**src/hw/rtl/ppid_pkg.sv**
```systemverilog
`timescale 1ns / 1ps
// ----------------------------------------------------------------------------
// ppid_pkg
// Shared types and constants of the positional pid controller with integral
// preset: field widths, register indexes, controller states and datapath ops.
// ----------------------------------------------------------------------------
package ppid_pkg;

    // field and datapath widths fixed by the item format
    localparam int CFG_W     = 16;
    localparam int MEAS_W    = 16;
    localparam int PRESET_W  = 24;
    localparam int DRIVE_W   = 16;
    localparam int ERR_W     = 17;
    localparam int DERR_W    = 18;
    localparam int PROD_P_W  = CFG_W + ERR_W;
    localparam int PROD_D_W  = CFG_W + DERR_W;
    localparam int PD_W      = PROD_D_W + 1;
    localparam int KIE_W     = 18;
    localparam int KMAG_W    = 17;
    localparam int MUL_STEPS = KMAG_W;
    localparam int TOTAL_W   = 64;

    // integral range in whole units: [-2^INT_LOW_LOG2, INT_HIGH_WHOLE]
    localparam int INT_LOW_LOG2    = 31;
    localparam int INT_HIGH_WHOLE  = 100;
    // cap on the magnitude of the integral term
    localparam int TERM_LIMIT_LOG2 = 62;

    // output clamp
    localparam int DRIVE_HIGH = -100;
    localparam int DRIVE_LOW  = -20000;

    // register indexes
    localparam int CFG_IDX_W = 2;
    localparam logic [CFG_IDX_W-1:0] CFG_TARGET = 2'd0;
    localparam logic [CFG_IDX_W-1:0] CFG_GAIN_P = 2'd1;
    localparam logic [CFG_IDX_W-1:0] CFG_GAIN_I = 2'd2;
    localparam logic [CFG_IDX_W-1:0] CFG_GAIN_D = 2'd3;

    // item kinds carried in tuser
    localparam logic ACT_STEP   = 1'b0;
    localparam logic ACT_PRESET = 1'b1;

    typedef enum logic [3:0] {
        ST_IDLE,
        ST_ERR,
        ST_PMUL,
        ST_DMUL,
        ST_KMUL,
        ST_SAT,
        ST_TOTAL,
        ST_SCALE,
        ST_OUT,
        ST_PLOAD,
        ST_DIV,
        ST_PSTORE
    } ctrl_state_t;

    typedef enum logic [3:0] {
        OP_NONE,
        OP_CAPTURE,
        OP_ERR,
        OP_PMUL,
        OP_DMUL,
        OP_KMUL,
        OP_SAT,
        OP_TOTAL,
        OP_SCALE,
        OP_OUT,
        OP_PLOAD,
        OP_DIV,
        OP_PSTORE
    } dp_op_t;

    typedef struct packed {
        dp_op_t op;
    } dp_cmd_t;

    typedef struct packed {
        logic out_free;
    } dp_stat_t;

endpackage

```
**src/hw/rtl/ppid_ctrl.sv**
```systemverilog
`timescale 1ns / 1ps
// ----------------------------------------------------------------------------
// ppid_ctrl
// Sequencer: takes one item at a time and steps the datapath through the
// control-step or preset sequence, counting multiply and divide iterations.
// ----------------------------------------------------------------------------
module ppid_ctrl #(
    parameter int FRACTION_BITS = 8
) (
    input  logic              aclk,
    input  logic              aresetn,
    input  logic              s_tvalid,
    output logic              s_tready,
    input  logic              item_preset,
    output ppid_pkg::dp_cmd_t cmd,
    input  ppid_pkg::dp_stat_t stat
);

    localparam int DIV_STEPS = ppid_pkg::PRESET_W + 2 * FRACTION_BITS;
    localparam int MAX_STEPS = (DIV_STEPS > ppid_pkg::MUL_STEPS) ? DIV_STEPS
                                                                  : ppid_pkg::MUL_STEPS;
    localparam int CNT_W     = $clog2(MAX_STEPS);

    ppid_pkg::ctrl_state_t state_reg, state_next;
    logic [CNT_W-1:0]      cnt_reg, cnt_next;

    always_ff @(posedge aclk) begin
        if (!aresetn) begin
            state_reg <= ppid_pkg::ST_IDLE;
            cnt_reg   <= '0;
        end else begin
            state_reg <= state_next;
            cnt_reg   <= cnt_next;
        end
    end

    // next state
    always_comb begin
        state_next = state_reg;
        cnt_next   = cnt_reg;
        unique case (state_reg)
            ppid_pkg::ST_IDLE: begin
                if (s_tvalid) begin
                    state_next = (item_preset == ppid_pkg::ACT_PRESET) ? ppid_pkg::ST_PLOAD
                                                                       : ppid_pkg::ST_ERR;
                end
            end
            ppid_pkg::ST_ERR:   state_next = ppid_pkg::ST_PMUL;
            ppid_pkg::ST_PMUL:  state_next = ppid_pkg::ST_DMUL;
            ppid_pkg::ST_DMUL: begin
                state_next = ppid_pkg::ST_KMUL;
                cnt_next   = CNT_W'(ppid_pkg::MUL_STEPS - 1);
            end
            ppid_pkg::ST_KMUL: begin
                if (cnt_reg == '0) begin
                    state_next = ppid_pkg::ST_SAT;
                end else begin
                    cnt_next = cnt_reg - 1'b1;
                end
            end
            ppid_pkg::ST_SAT:   state_next = ppid_pkg::ST_TOTAL;
            ppid_pkg::ST_TOTAL: state_next = ppid_pkg::ST_SCALE;
            ppid_pkg::ST_SCALE: state_next = ppid_pkg::ST_OUT;
            ppid_pkg::ST_OUT: begin
                if (stat.out_free) begin
                    state_next = ppid_pkg::ST_IDLE;
                end
            end
            ppid_pkg::ST_PLOAD: begin
                state_next = ppid_pkg::ST_DIV;
                cnt_next   = CNT_W'(DIV_STEPS - 1);
            end
            ppid_pkg::ST_DIV: begin
                if (cnt_reg == '0) begin
                    state_next = ppid_pkg::ST_PSTORE;
                end else begin
                    cnt_next = cnt_reg - 1'b1;
                end
            end
            ppid_pkg::ST_PSTORE: state_next = ppid_pkg::ST_IDLE;
            default:             state_next = ppid_pkg::ST_IDLE;
        endcase
    end

    // outputs
    always_comb begin
        s_tready = 1'b0;
        cmd.op   = ppid_pkg::OP_NONE;
        unique case (state_reg)
            ppid_pkg::ST_IDLE: begin
                s_tready = 1'b1;
                if (s_tvalid) begin
                    cmd.op = ppid_pkg::OP_CAPTURE;
                end
            end
            ppid_pkg::ST_ERR:    cmd.op = ppid_pkg::OP_ERR;
            ppid_pkg::ST_PMUL:   cmd.op = ppid_pkg::OP_PMUL;
            ppid_pkg::ST_DMUL:   cmd.op = ppid_pkg::OP_DMUL;
            ppid_pkg::ST_KMUL:   cmd.op = ppid_pkg::OP_KMUL;
            ppid_pkg::ST_SAT:    cmd.op = ppid_pkg::OP_SAT;
            ppid_pkg::ST_TOTAL:  cmd.op = ppid_pkg::OP_TOTAL;
            ppid_pkg::ST_SCALE:  cmd.op = ppid_pkg::OP_SCALE;
            ppid_pkg::ST_OUT: begin
                if (stat.out_free) begin
                    cmd.op = ppid_pkg::OP_OUT;
                end
            end
            ppid_pkg::ST_PLOAD:  cmd.op = ppid_pkg::OP_PLOAD;
            ppid_pkg::ST_DIV:    cmd.op = ppid_pkg::OP_DIV;
            ppid_pkg::ST_PSTORE: cmd.op = ppid_pkg::OP_PSTORE;
            default:             cmd.op = ppid_pkg::OP_NONE;
        endcase
    end

endmodule

```
**src/hw/rtl/ppid_dp.sv**
```systemverilog
`timescale 1ns / 1ps
// ----------------------------------------------------------------------------
// ppid_dp
// Datapath: gain and setpoint registers, error and integral state, a
// shift-add multiplier for the integral term, a restoring divider for the
// preset, and the output register with its clamp.
// ----------------------------------------------------------------------------
module ppid_dp #(
    parameter int FRACTION_BITS = 8
) (
    input  logic                                aclk,
    input  logic                                aresetn,
    input  logic                                cfg_we,
    input  logic [ppid_pkg::CFG_IDX_W-1:0]      cfg_index,
    input  logic [ppid_pkg::CFG_W-1:0]          cfg_wdata,
    input  logic [ppid_pkg::MEAS_W-1:0]         in_measured,
    input  logic [ppid_pkg::PRESET_W-1:0]       in_preset,
    input  ppid_pkg::dp_cmd_t                   cmd,
    output ppid_pkg::dp_stat_t                  stat,
    output logic                                m_tvalid,
    input  logic                                m_tready,
    output logic [ppid_pkg::DRIVE_W-1:0]        m_drive
);

    localparam int F      = FRACTION_BITS;
    localparam int IW     = ppid_pkg::INT_LOW_LOG2 + 1 + F;  // integral width
    localparam int PW     = ppid_pkg::KMAG_W + IW;           // product width
    localparam int SW     = (PW > ppid_pkg::TERM_LIMIT_LOG2 + 1) ? PW
                                                              : ppid_pkg::TERM_LIMIT_LOG2 + 1;
    localparam int DW     = ppid_pkg::PRESET_W + 2 * F;      // dividend / quotient
    localparam int QW     = (DW > IW) ? DW : IW;
    localparam int TW     = ppid_pkg::TOTAL_W;
    localparam int SCW    = TW - 2 * F;                      // scaled total
    localparam int KIE_W_L = ppid_pkg::KIE_W;

    localparam logic signed [IW:0]   INT_HIGH_X = (IW + 1)'(ppid_pkg::INT_HIGH_WHOLE) <<< F;
    localparam logic signed [IW:0]   INT_LOW_X  = -((IW + 1)'(1) <<< (ppid_pkg::INT_LOW_LOG2 + F));
    localparam logic signed [IW-1:0] INT_HIGH   = IW'(INT_HIGH_X);
    localparam logic [SW-1:0]        TERM_LIM   = SW'(1) << ppid_pkg::TERM_LIMIT_LOG2;
    localparam logic [QW-1:0]        Q_MAX      = QW'(1) << (ppid_pkg::INT_LOW_LOG2 + F);
    localparam logic [TW-1:0]        RND_BIAS   = (TW'(1) << (2 * F)) - TW'(1);
    localparam logic signed [KIE_W_L-1:0] KI_ONE = KIE_W_L'(1) << F;
    localparam logic signed [SCW-1:0] DRV_MAX = SCW'(ppid_pkg::DRIVE_HIGH);
    localparam logic signed [SCW-1:0] DRV_MIN = SCW'(ppid_pkg::DRIVE_LOW);

    // configuration and state
    logic signed [ppid_pkg::CFG_W-1:0]  target_reg, gain_p_reg, gain_i_reg, gain_d_reg;
    logic                               forced_reg;
    logic signed [ppid_pkg::ERR_W-1:0]  prev_err_reg;
    logic signed [IW-1:0]               integ_reg;

    // captured item
    logic signed [ppid_pkg::MEAS_W-1:0]   meas_reg;
    logic signed [ppid_pkg::PRESET_W-1:0] pv_reg;

    // step pipeline registers
    logic signed [ppid_pkg::ERR_W-1:0]    err_reg;
    logic signed [ppid_pkg::DERR_W-1:0]   derr_reg;
    logic signed [ppid_pkg::PROD_P_W-1:0] prod_p_reg;
    logic signed [ppid_pkg::PROD_D_W-1:0] prod_d_reg;
    logic signed [ppid_pkg::PD_W-1:0]     pd_reg;
    logic [ppid_pkg::KMAG_W-1:0]          kmag_reg;
    logic [IW-1:0]                        mcand_reg;
    logic [PW-1:0]                        acc_reg;
    logic                                 neg_reg;
    logic signed [TW-1:0]                 spm_reg;
    logic signed [TW-1:0]                 total_reg;
    logic signed [SCW-1:0]                scaled_reg;

    // divider
    logic [DW-1:0]                        dvd_reg;
    logic [ppid_pkg::KMAG_W-1:0]          rem_reg;

    // output
    logic                                 m_tvalid_reg;
    logic [ppid_pkg::DRIVE_W-1:0]         m_drive_reg;

    // combinational helpers
    logic signed [ppid_pkg::ERR_W-1:0]    err_c;
    logic signed [ppid_pkg::DERR_W-1:0]   derr_c;
    logic signed [IW:0]                   isum_c;
    logic signed [IW-1:0]                 integ_c;
    logic signed [KIE_W_L-1:0]            ki_eff_c, ki_pre_c;
    logic                                 forced_pre_c;
    logic signed [KIE_W_L-1:0]            ki_neg_c, kp_neg_c;
    logic [ppid_pkg::KMAG_W-1:0]          kmag_c, kmag_pre_c;
    logic signed [IW-1:0]                 integ_neg_c;
    logic signed [ppid_pkg::PROD_P_W-1:0] prod_p_c;
    logic signed [ppid_pkg::PROD_D_W-1:0] prod_d_c;
    logic [PW-1:0]                        acc_step_c;
    logic [SW-1:0]                        acc_x_c, pm_c;
    logic signed [TW-1:0]                 pm_s_c;
    logic signed [TW-1:0]                 biased_c, shifted_c;
    logic signed [SCW-1:0]                drive_c;
    logic signed [ppid_pkg::PRESET_W-1:0] pv_neg_c;
    logic [ppid_pkg::KMAG_W:0]            trial_c;
    logic                                 qbit_c;
    logic [QW-1:0]                        q_c, qsat_c;
    logic signed [QW:0]                   qneg_c;

    always_comb begin
        err_c  = ppid_pkg::ERR_W'(target_reg) - ppid_pkg::ERR_W'(meas_reg);
        derr_c = ppid_pkg::DERR_W'(err_c) - ppid_pkg::DERR_W'(prev_err_reg);
        isum_c = (IW + 1)'(integ_reg) + ((IW + 1)'(err_c) <<< F);
        if (isum_c > INT_HIGH_X) begin
            integ_c = IW'(INT_HIGH_X);
        end else if (isum_c < INT_LOW_X) begin
            integ_c = IW'(INT_LOW_X);
        end else begin
            integ_c = IW'(isum_c);
        end

        // effective ki now, and after a preset has forced a zero ki to one
        ki_eff_c     = forced_reg ? KI_ONE : KIE_W_L'(gain_i_reg);
        ki_neg_c     = -ki_eff_c;
        kmag_c       = ki_eff_c[KIE_W_L-1] ? ppid_pkg::KMAG_W'(ki_neg_c)
                                           : ppid_pkg::KMAG_W'(ki_eff_c);
        forced_pre_c = forced_reg || (gain_i_reg == '0);
        ki_pre_c     = forced_pre_c ? KI_ONE : KIE_W_L'(gain_i_reg);
        kp_neg_c     = -ki_pre_c;
        kmag_pre_c   = ki_pre_c[KIE_W_L-1] ? ppid_pkg::KMAG_W'(kp_neg_c)
                                           : ppid_pkg::KMAG_W'(ki_pre_c);
        integ_neg_c  = -integ_reg;

        prod_p_c = ppid_pkg::PROD_P_W'(gain_p_reg) * ppid_pkg::PROD_P_W'(err_reg);
        prod_d_c = ppid_pkg::PROD_D_W'(gain_d_reg) * ppid_pkg::PROD_D_W'(derr_reg);

        // msb-first shift-add
        acc_step_c = (acc_reg << 1)
                   + (kmag_reg[ppid_pkg::KMAG_W-1] ? PW'(mcand_reg) : '0);

        acc_x_c = SW'(acc_reg);
        pm_c    = (acc_x_c > TERM_LIM) ? TERM_LIM : acc_x_c;
        pm_s_c  = TW'(pm_c[ppid_pkg::TERM_LIMIT_LOG2:0]);

        // truncate toward zero: bias negative totals before the shift
        biased_c  = total_reg + (total_reg[TW-1] ? $signed(RND_BIAS) : '0);
        shifted_c = biased_c >>> (2 * F);

        if (scaled_reg > DRV_MAX) begin
            drive_c = DRV_MAX;
        end else if (scaled_reg < DRV_MIN) begin
            drive_c = DRV_MIN;
        end else begin
            drive_c = scaled_reg;
        end

        pv_neg_c = -pv_reg;
        trial_c  = {rem_reg, dvd_reg[DW-1]};
        qbit_c   = (trial_c >= {1'b0, kmag_reg});

        q_c    = QW'(dvd_reg);
        qsat_c = (q_c > Q_MAX) ? Q_MAX : q_c;
        qneg_c = -$signed({1'b0, qsat_c});
    end

    // configuration, controller state and output handshake
    always_ff @(posedge aclk) begin
        if (!aresetn) begin
            target_reg   <= '0;
            gain_p_reg   <= '0;
            gain_i_reg   <= '0;
            gain_d_reg   <= '0;
            forced_reg   <= 1'b0;
            prev_err_reg <= '0;
            integ_reg    <= '0;
            m_tvalid_reg <= 1'b0;
        end else begin
            if (m_tvalid_reg && m_tready) begin
                m_tvalid_reg <= 1'b0;
            end
            case (cmd.op)
                ppid_pkg::OP_ERR: begin
                    prev_err_reg <= err_c;
                    integ_reg    <= integ_c;
                end
                ppid_pkg::OP_PLOAD:  forced_reg   <= forced_pre_c;
                ppid_pkg::OP_PSTORE: integ_reg    <= IW'(qneg_c);
                ppid_pkg::OP_OUT:    m_tvalid_reg <= 1'b1;
                default: ;
            endcase
            if (cfg_we) begin
                unique case (cfg_index)
                    ppid_pkg::CFG_TARGET: target_reg <= cfg_wdata;
                    ppid_pkg::CFG_GAIN_P: gain_p_reg <= cfg_wdata;
                    ppid_pkg::CFG_GAIN_I: begin
                        gain_i_reg <= cfg_wdata;
                        forced_reg <= 1'b0;
                    end
                    ppid_pkg::CFG_GAIN_D: gain_d_reg <= cfg_wdata;
                    default: ;
                endcase
            end
        end
    end

    // payload registers
    always_ff @(posedge aclk) begin
        case (cmd.op)
            ppid_pkg::OP_CAPTURE: begin
                meas_reg <= in_measured;
                pv_reg   <= in_preset;
            end
            ppid_pkg::OP_ERR: begin
                err_reg  <= err_c;
                derr_reg <= derr_c;
            end
            ppid_pkg::OP_PMUL: prod_p_reg <= prod_p_c;
            ppid_pkg::OP_DMUL: begin
                prod_d_reg <= prod_d_c;
                kmag_reg   <= kmag_c;
                mcand_reg  <= integ_reg[IW-1] ? integ_neg_c : integ_reg;
                acc_reg    <= '0;
                neg_reg    <= ki_eff_c[KIE_W_L-1] ^ integ_reg[IW-1];
            end
            ppid_pkg::OP_KMUL: begin
                acc_reg  <= acc_step_c;
                kmag_reg <= kmag_reg << 1;
            end
            ppid_pkg::OP_SAT: begin
                spm_reg <= neg_reg ? -pm_s_c : pm_s_c;
                pd_reg  <= ppid_pkg::PD_W'(prod_p_reg) + ppid_pkg::PD_W'(prod_d_reg);
            end
            ppid_pkg::OP_TOTAL: total_reg  <= (TW'(pd_reg) <<< F) + spm_reg;
            ppid_pkg::OP_SCALE: scaled_reg <= SCW'(shifted_c);
            ppid_pkg::OP_OUT:   m_drive_reg <= ppid_pkg::DRIVE_W'(drive_c);
            ppid_pkg::OP_PLOAD: begin
                kmag_reg <= kmag_pre_c;
                // magnitude is zero-extended, the most negative preset included
                dvd_reg  <= DW'($unsigned(pv_reg[ppid_pkg::PRESET_W-1] ? pv_neg_c : pv_reg))
                            << (2 * F);
                rem_reg  <= '0;
            end
            ppid_pkg::OP_DIV: begin
                rem_reg <= qbit_c ? ppid_pkg::KMAG_W'(trial_c - {1'b0, kmag_reg})
                                  : ppid_pkg::KMAG_W'(trial_c);
                dvd_reg <= {dvd_reg[DW-2:0], qbit_c};
            end
            default: ;
        endcase
    end

    assign stat.out_free = !m_tvalid_reg || m_tready;
    assign m_tvalid      = m_tvalid_reg;
    assign m_drive       = m_drive_reg;

`ifndef NO_ASSERTIONS
    a_integ_cap: assert property (@(posedge aclk) disable iff (!aresetn)
        integ_reg <= INT_HIGH)
        else $error("integral above its upper cap");

    a_drive_range: assert property (@(posedge aclk) disable iff (!aresetn)
        m_tvalid_reg |-> ($signed(m_drive_reg) <= ppid_pkg::DRIVE_W'(ppid_pkg::DRIVE_HIGH)
                      && $signed(m_drive_reg) >= ppid_pkg::DRIVE_W'(ppid_pkg::DRIVE_LOW)))
        else $error("drive outside clamp window");

    a_div_rem: assert property (@(posedge aclk) disable iff (!aresetn)
        (cmd.op == ppid_pkg::OP_DIV) |-> (rem_reg < kmag_reg))
        else $error("divider remainder not below divisor");

    a_ki_nonzero: assert property (@(posedge aclk) disable iff (!aresetn)
        (cmd.op == ppid_pkg::OP_PLOAD) |=> (forced_reg || gain_i_reg != '0))
        else $error("preset left a zero integral gain");
`endif

endmodule

```
**src/hw/rtl/positional_pid_with_integral_preset_top.sv**
```systemverilog
`timescale 1ns / 1ps
// ----------------------------------------------------------------------------
// positional_pid_with_integral_preset_top
// Positional pid controller with saturating integral, integral preset and a
// clamped drive output.
// ----------------------------------------------------------------------------
// usage:
//   configuration: cfg_we / cfg_index / cfg_wdata write target (0), gain_p (1),
//   gain_i (2) and gain_d (3); write only while the block is idle.
//   input beat: s_tuser selects a control step (0) or an integral preset (1);
//   s_tdata carries measured and preset_value. one item is worked at a time.
//   a control step runs the error, the proportional and derivative products,
//   the shift-add multiplier for the integral term, saturation, sum, scaling
//   and output in turn; it yields one output beat with the clamped drive.
//   a preset is worked by the restoring divider that retires one quotient bit
//   per cycle; it yields no output beat.
//   s_tready is high whenever the sequencer is idle, also while a result waits
//   in the output register; a stalled receiver holds the next step at its last
//   cycle until the output register frees.
//   reset clears gains, setpoint, previous error, integral and the forced-ki
//   flag, and drops m_tvalid.
// ----------------------------------------------------------------------------
module positional_pid_with_integral_preset_top #(
    parameter int FRACTION_BITS = 8
) (
    input  logic        aclk,
    input  logic        aresetn,
    // configuration
    input  logic        cfg_we,
    input  logic [1:0]  cfg_index,
    input  logic [15:0] cfg_wdata,
    // input stream
    input  logic        s_tvalid,
    output logic        s_tready,
    input  logic [39:0] s_tdata,   // [15:0] measured, [39:16] preset_value
    input  logic        s_tuser,   // [0] action
    // result stream
    output logic        m_tvalid,
    input  logic        m_tready,
    output logic [15:0] m_tdata    // [15:0] drive
);

    ppid_pkg::dp_cmd_t  cmd;
    ppid_pkg::dp_stat_t stat;

    ppid_ctrl #(
        .FRACTION_BITS(FRACTION_BITS)
    ) u_ctrl (
        .aclk       (aclk),
        .aresetn    (aresetn),
        .s_tvalid   (s_tvalid),
        .s_tready   (s_tready),
        .item_preset(s_tuser),
        .cmd        (cmd),
        .stat       (stat)
    );

    ppid_dp #(
        .FRACTION_BITS(FRACTION_BITS)
    ) u_dp (
        .aclk       (aclk),
        .aresetn    (aresetn),
        .cfg_we     (cfg_we),
        .cfg_index  (cfg_index),
        .cfg_wdata  (cfg_wdata),
        .in_measured(s_tdata[15:0]),
        .in_preset  (s_tdata[39:16]),
        .cmd        (cmd),
        .stat       (stat),
        .m_tvalid   (m_tvalid),
        .m_tready   (m_tready),
        .m_drive    (m_tdata)
    );

endmodule

```
**config.mk**
```make
export PLATFORM = sky130hd
export DESIGN_NAME = positional_pid_with_integral_preset_top
export DESIGN_NICKNAME = d
export VERILOG_FILES = /design/src/hw/rtl/ppid_pkg.sv /design/src/hw/rtl/ppid_ctrl.sv /design/src/hw/rtl/ppid_dp.sv /design/src/hw/rtl/positional_pid_with_integral_preset_top.sv
export SDC_FILE = /design/constraint.sdc
export NUM_CORES = 2
export LEC_CHECK = 0
export ABC_AREA = 1
export BUFFER_PORTS_ARGS = -buffer_cell sky130_fd_sc_hd__buf_4
export CORE_UTILIZATION = 50
export DETAILED_ROUTE_END_ITERATION = 7
export GPL_TIMING_DRIVEN = 1
export PLACE_DENSITY = 0.73
export SKIP_CTS_REPAIR_TIMING = 1
export SLEW_MARGIN = 20
export SYNTH_ARGS = -nofsm -noshare
export SYNTH_HDL_FRONTEND = slang
export SYNTH_SLANG_ARGS = --single-unit
```
**constraint.sdc**
```tcl
create_clock -name aclk -period 12.3 [get_ports aclk]
set_clock_uncertainty 0.05 [all_clocks]
set_input_delay 0.615 -clock aclk [delete_from_list [all_inputs] [get_ports aclk]]
set_output_delay 0.615 -clock aclk [all_outputs]
set_load 0.005 [all_outputs]
```
==> flow_summary.json <==
{
  "crit_type": "flip-flop to flip-flop",
  "switchingPower_mw": 5.66,
  "timing.critical_path.mode_cell": "fa_1",
  "outcome": "finished clean",
  "clk_latency_ns": 0.71,
  "cts.clk_slew.worst_paths_ns": 0.06,
  "min_path_type": "primary input to flip-flop",
  "rr_endpoint": "u_dp.prod_d_reg[27]",
  "worstHoldStart": "s_tdata[1]",
  "pwr_density_cell_nw_per_um2": 180,
  "cts_tree": "built",
  "rrSetupSlack_ns": 5.53,
  "layout-drive-gt1-share_pct": 4.33,
  "grt_max_degree": 93,
  "synth.yosys.seq_area_share_pct": 29.5,
  "max_cap_viol_count": 0,
  "port_buffers": 81,
  "antenna_found_initial": 0,
  "cts.sinks": 674,
  "drt_iter0_markers": 4624,
  "total_power_mw": 12.4,
  "syn_inst": 7884,
  "clock_path_buffers": 3,
  "worst-r2r-cell-count": 20,
  "ys_seq_elements": 674,
  "dp_cells": 9448,
  "period_share_pct": 55.1,
  "p_leak_nw": 32.9,
  "hold_violations": 0,
  "p_clk_share_pct": 20.9,
  "dp_hpwl_mm": 145,
  "swShare_pct": 45.5,
  "worstSetupStartpointType": "flip-flop",
  "rsz0062_at_grt": "false",
  "worstPathRequired_ns": 12.70,
  "worst_slew_pin_slew_ns": 1.07,
  "core_um2": 126000,
  "synth_nets": 8927,
  "syn2layout_area_growth_pct": 7.95,
  "synth_ff_type": "edfxtp_1",
  "synth_area_per_cell_um2": 8.12,
  "wirelength_mm": 180,
  "placed_area_um2": 66200,
  "grt_pass1_vias": 51900,
  "cts_root_buffer": "clkbuf_16",
  "die_h_um": 360,
  "p_int_mw": 6.78,
  "cp-end-kind": "flip-flop",
  "synthArstFlopShare_pct": 0,
  "cts_buffers": 81,
  "crit_chain": "nand2_1 -> fa_1 -> inv_1 -> fa_1 -> fa_1 -> inv_1 -> fa_1 -> fa_1 -> inv_1 -> fa_1 -> ha_1 -> a21oi_1 -> o21a_1 -> a21boi_1 -> o21ai_1 -> a21oi_1 -> o21ai_1 -> nand3_1 -> nand2_1 -> xor2_1",
  "io_pins": 82,
  "r2r_start": "u_dp.gain_d_reg[6]",
  "cpPeakStageDelay_ns": 0.89,
  "die_area_um2": 129000,
  "peakVddDrop_uv": 141,
  "final_cells": 9598,
  "vias": 51900,
  "grt_use_total_pct": 28.0,
  "antenna_left": 0,
  "finalNetCount": 8924,
  "start_util_pct": 50.7,
  "die_w_um": 360,
  "max_freq_mhz": 148,
  "fin_area_um2": 69100,
  "overflow": 0,
  "vias_per_cell": 5.41,
  "combPwrFrac_pct": 49.5,
  "p_seq_share_pct": 29.6,
  "grt_first_pass_wirelength_mm": 285,
  "ys_warn_count": 0,
  "syn_area_um2": 64000,
  "finalSetupTns_ns": 0,
  "whs_path_depth": 1,
  "synth-edff-count": 541,
  "crit_arrival_ns": 7.17,
  "drc_errors": 0,
  "crit_path_top_delay_cell": "dfxtp_1",
  "wl_per_cell_um": 18.7,
  "setup_viol": 0,
  "firstDrtPassIters": 8,
  "fp-row-count": 130,
  "fin_crit_ns": 6.77,
  "routabilityCongestion": 0.980,
  "h-tree-depth": 3,
  "slew_viol_final": 0,
  "n_antenna_cell": 0,
  "hold_end": "u_dp.meas_reg[1]",
  "slew_headroom_pct": 28.8,
  "crit_fanout": 19,
  "synth_cell_types": 67
}
==> power by group through the flow <==
stage / registers [mW] / logic [mW] / clock network, mW
CTS: 3.66 / 6.13 / 2.65
finish: 3.69 / 6.16 / 2.60
global placement: 3.70 / 5.98 / 0
global route: 3.72 / 6.93 / 2.72
floorplan: 3.32 / 4.66 / 0
detailed placement: 3.71 / 6.08 / 0
==> logic make-up (layout without fill, tap and decap cells) <==
group	Yosys count	after routing	synth area share, %
mux	1	1	0.0156
buf+inv	1840	1904	10.8
flops	674	674	29.5
compound gates	1183	1183	10.4
xor+xnor	374	374	5.12
other cells	1	1	0.00586
simple gates	2832	2832	18.2
fa+ha+maj	979	979	25.9
==> metrics by stage <==
step	util (%)	hold slack (ns)	setup slack [ns]
floorplan	-	0.350	6.12
finish	54.7	0.0378	5.53
global placement	52.5	0.354	5.49
global route	54.7	0.00596	5.06
detailed placement	52.5	0.355	5.54
CTS	54.7	-0.0133	5.54
==> routing by layer <==
| metal | wire [µm] | track usage, % | part of all wire (%) | up-vias |
|---|---|---|---|---|
| met5 | 0 | 0 | 0 | - |
| met4 | 8240 | 11.9 | 4.6 | 0 |
| met3 | 12200 | 3.61 | 6.8 | 373 |
| met2 | 82500 | 45.7 | 46 | 1789 |
| met1 | 77000 | 37.4 | 43 | 24800 |
| li1 | - | - | - | 25000 |
==> worst max-delay path by stage <==
stage                  startpoint                   to  slack (ns)  cells after the start
6_report       u_dp.gain_d_reg[6]  u_dp.prod_d_reg[27]        5.53                     20
2_1_floorplan    u_dp.err_reg[16]  u_dp.prod_p_reg[31]        6.12                     23
3_5_place_dp   u_dp.gain_p_reg[1]  u_dp.prod_p_reg[31]        5.54                     22
3_3_place_gp   u_dp.gain_p_reg[1]  u_dp.prod_p_reg[31]        5.49                     22
5_1_grt        u_dp.gain_p_reg[1]  u_dp.prod_p_reg[31]        5.06                     22
4_1_cts        u_dp.gain_d_reg[1]  u_dp.prod_d_reg[31]        5.54                     17
==> cells in the final DEF, fill, tap and decap left out, types with 17 or more instances in the layout <==
cell type	netlist	final
nand3b_1	20	20
o31ai_1	18	18
o41ai_1	23	23
dfxtp_1	133	133
nand3_1	206	206
o21bai_1	28	28
o21ai_0	362	362
nand2_1	1627	1626
nor4_1	33	33
nor2_1	698	691
edfxtp_1	541	541
ha_1	406	406
a31oi_1	60	60
xor2_1	251	251
fa_1	573	573
xnor2_1	123	123
o211ai_1	20	20
or2_2	31	31
buf_4	0	120
nand4_1	88	88
o21a_1	42	42
nor3_1	85	83
clkbuf_16	0	82
a21oi_1	521	521
inv_1	1620	1619
clkinv_1	5	17
==> worst max-delay path, delay by kind of cell (launching register included) <==
kind | cells | cell delay, ns
flops | 1 | 0.89
simple gates | 3 | 0.34
xor+xnor | 1 | 0.15
fa+ha+maj | 7 | 3.51
compound gates | 6 | 1.37
buf+inv | 3 | 0.17
==> layout make-up <==
cell class / instances / area [µm²]
timing repair buffer: 120 / 901
multi-input combinational: 5370 / 38200
sequential: 674 / 18900
inverter: 1634 / 6130
clock buffer: 91 / 2120
fill: 11700 / 57100
tap: 1650 / 2060
clock inverter: 59 / 739
==> synth_stat cells (5+ instances only) <==
cell type,count,area share [%]
nand2_1,1627,9.5
inv_1,1620,9.5
nor2_1,698,4.1
fa_1,573,18
edfxtp_1,541,25
a21oi_1,521,4.1
ha_1,406,7.9
o21ai_0,362,2.8
xor2_1,251,3.4
nand3_1,206,1.6
clkbuf_1,186,1.1
dfxtp_1,133,4.2
xnor2_1,123,1.7
nand4_1,88,0.86
nor3_1,85,0.66
a31oi_1,60,0.59
o21a_1,42,0.49
nor4_1,33,0.32
or2_2,31,0.30
o21bai_1,28,0.33
o41ai_1,23,0.31
nand3b_1,20,0.23
o211ai_1,20,0.23
o31ai_1,18,0.21
o21ai_1,15,0.12
a21boi_0,13,0.15
o221ai_1,13,0.18
buf_2,11,0.086
o21ba_1,10,0.16
a21o_1,8,0.094
inv_2,8,0.047
nand2_2,8,0.078
a211oi_1,7,0.082
a221oi_1,7,0.096
nor2_2,7,0.068
a21boi_1,6,0.070
buf_1,6,0.035
o21ba_2,6,0.094
clkinv_1,5,0.029
nor3_2,5,0.078
o22ai_1,5,0.049
Power figures use the tool's default switching activity.
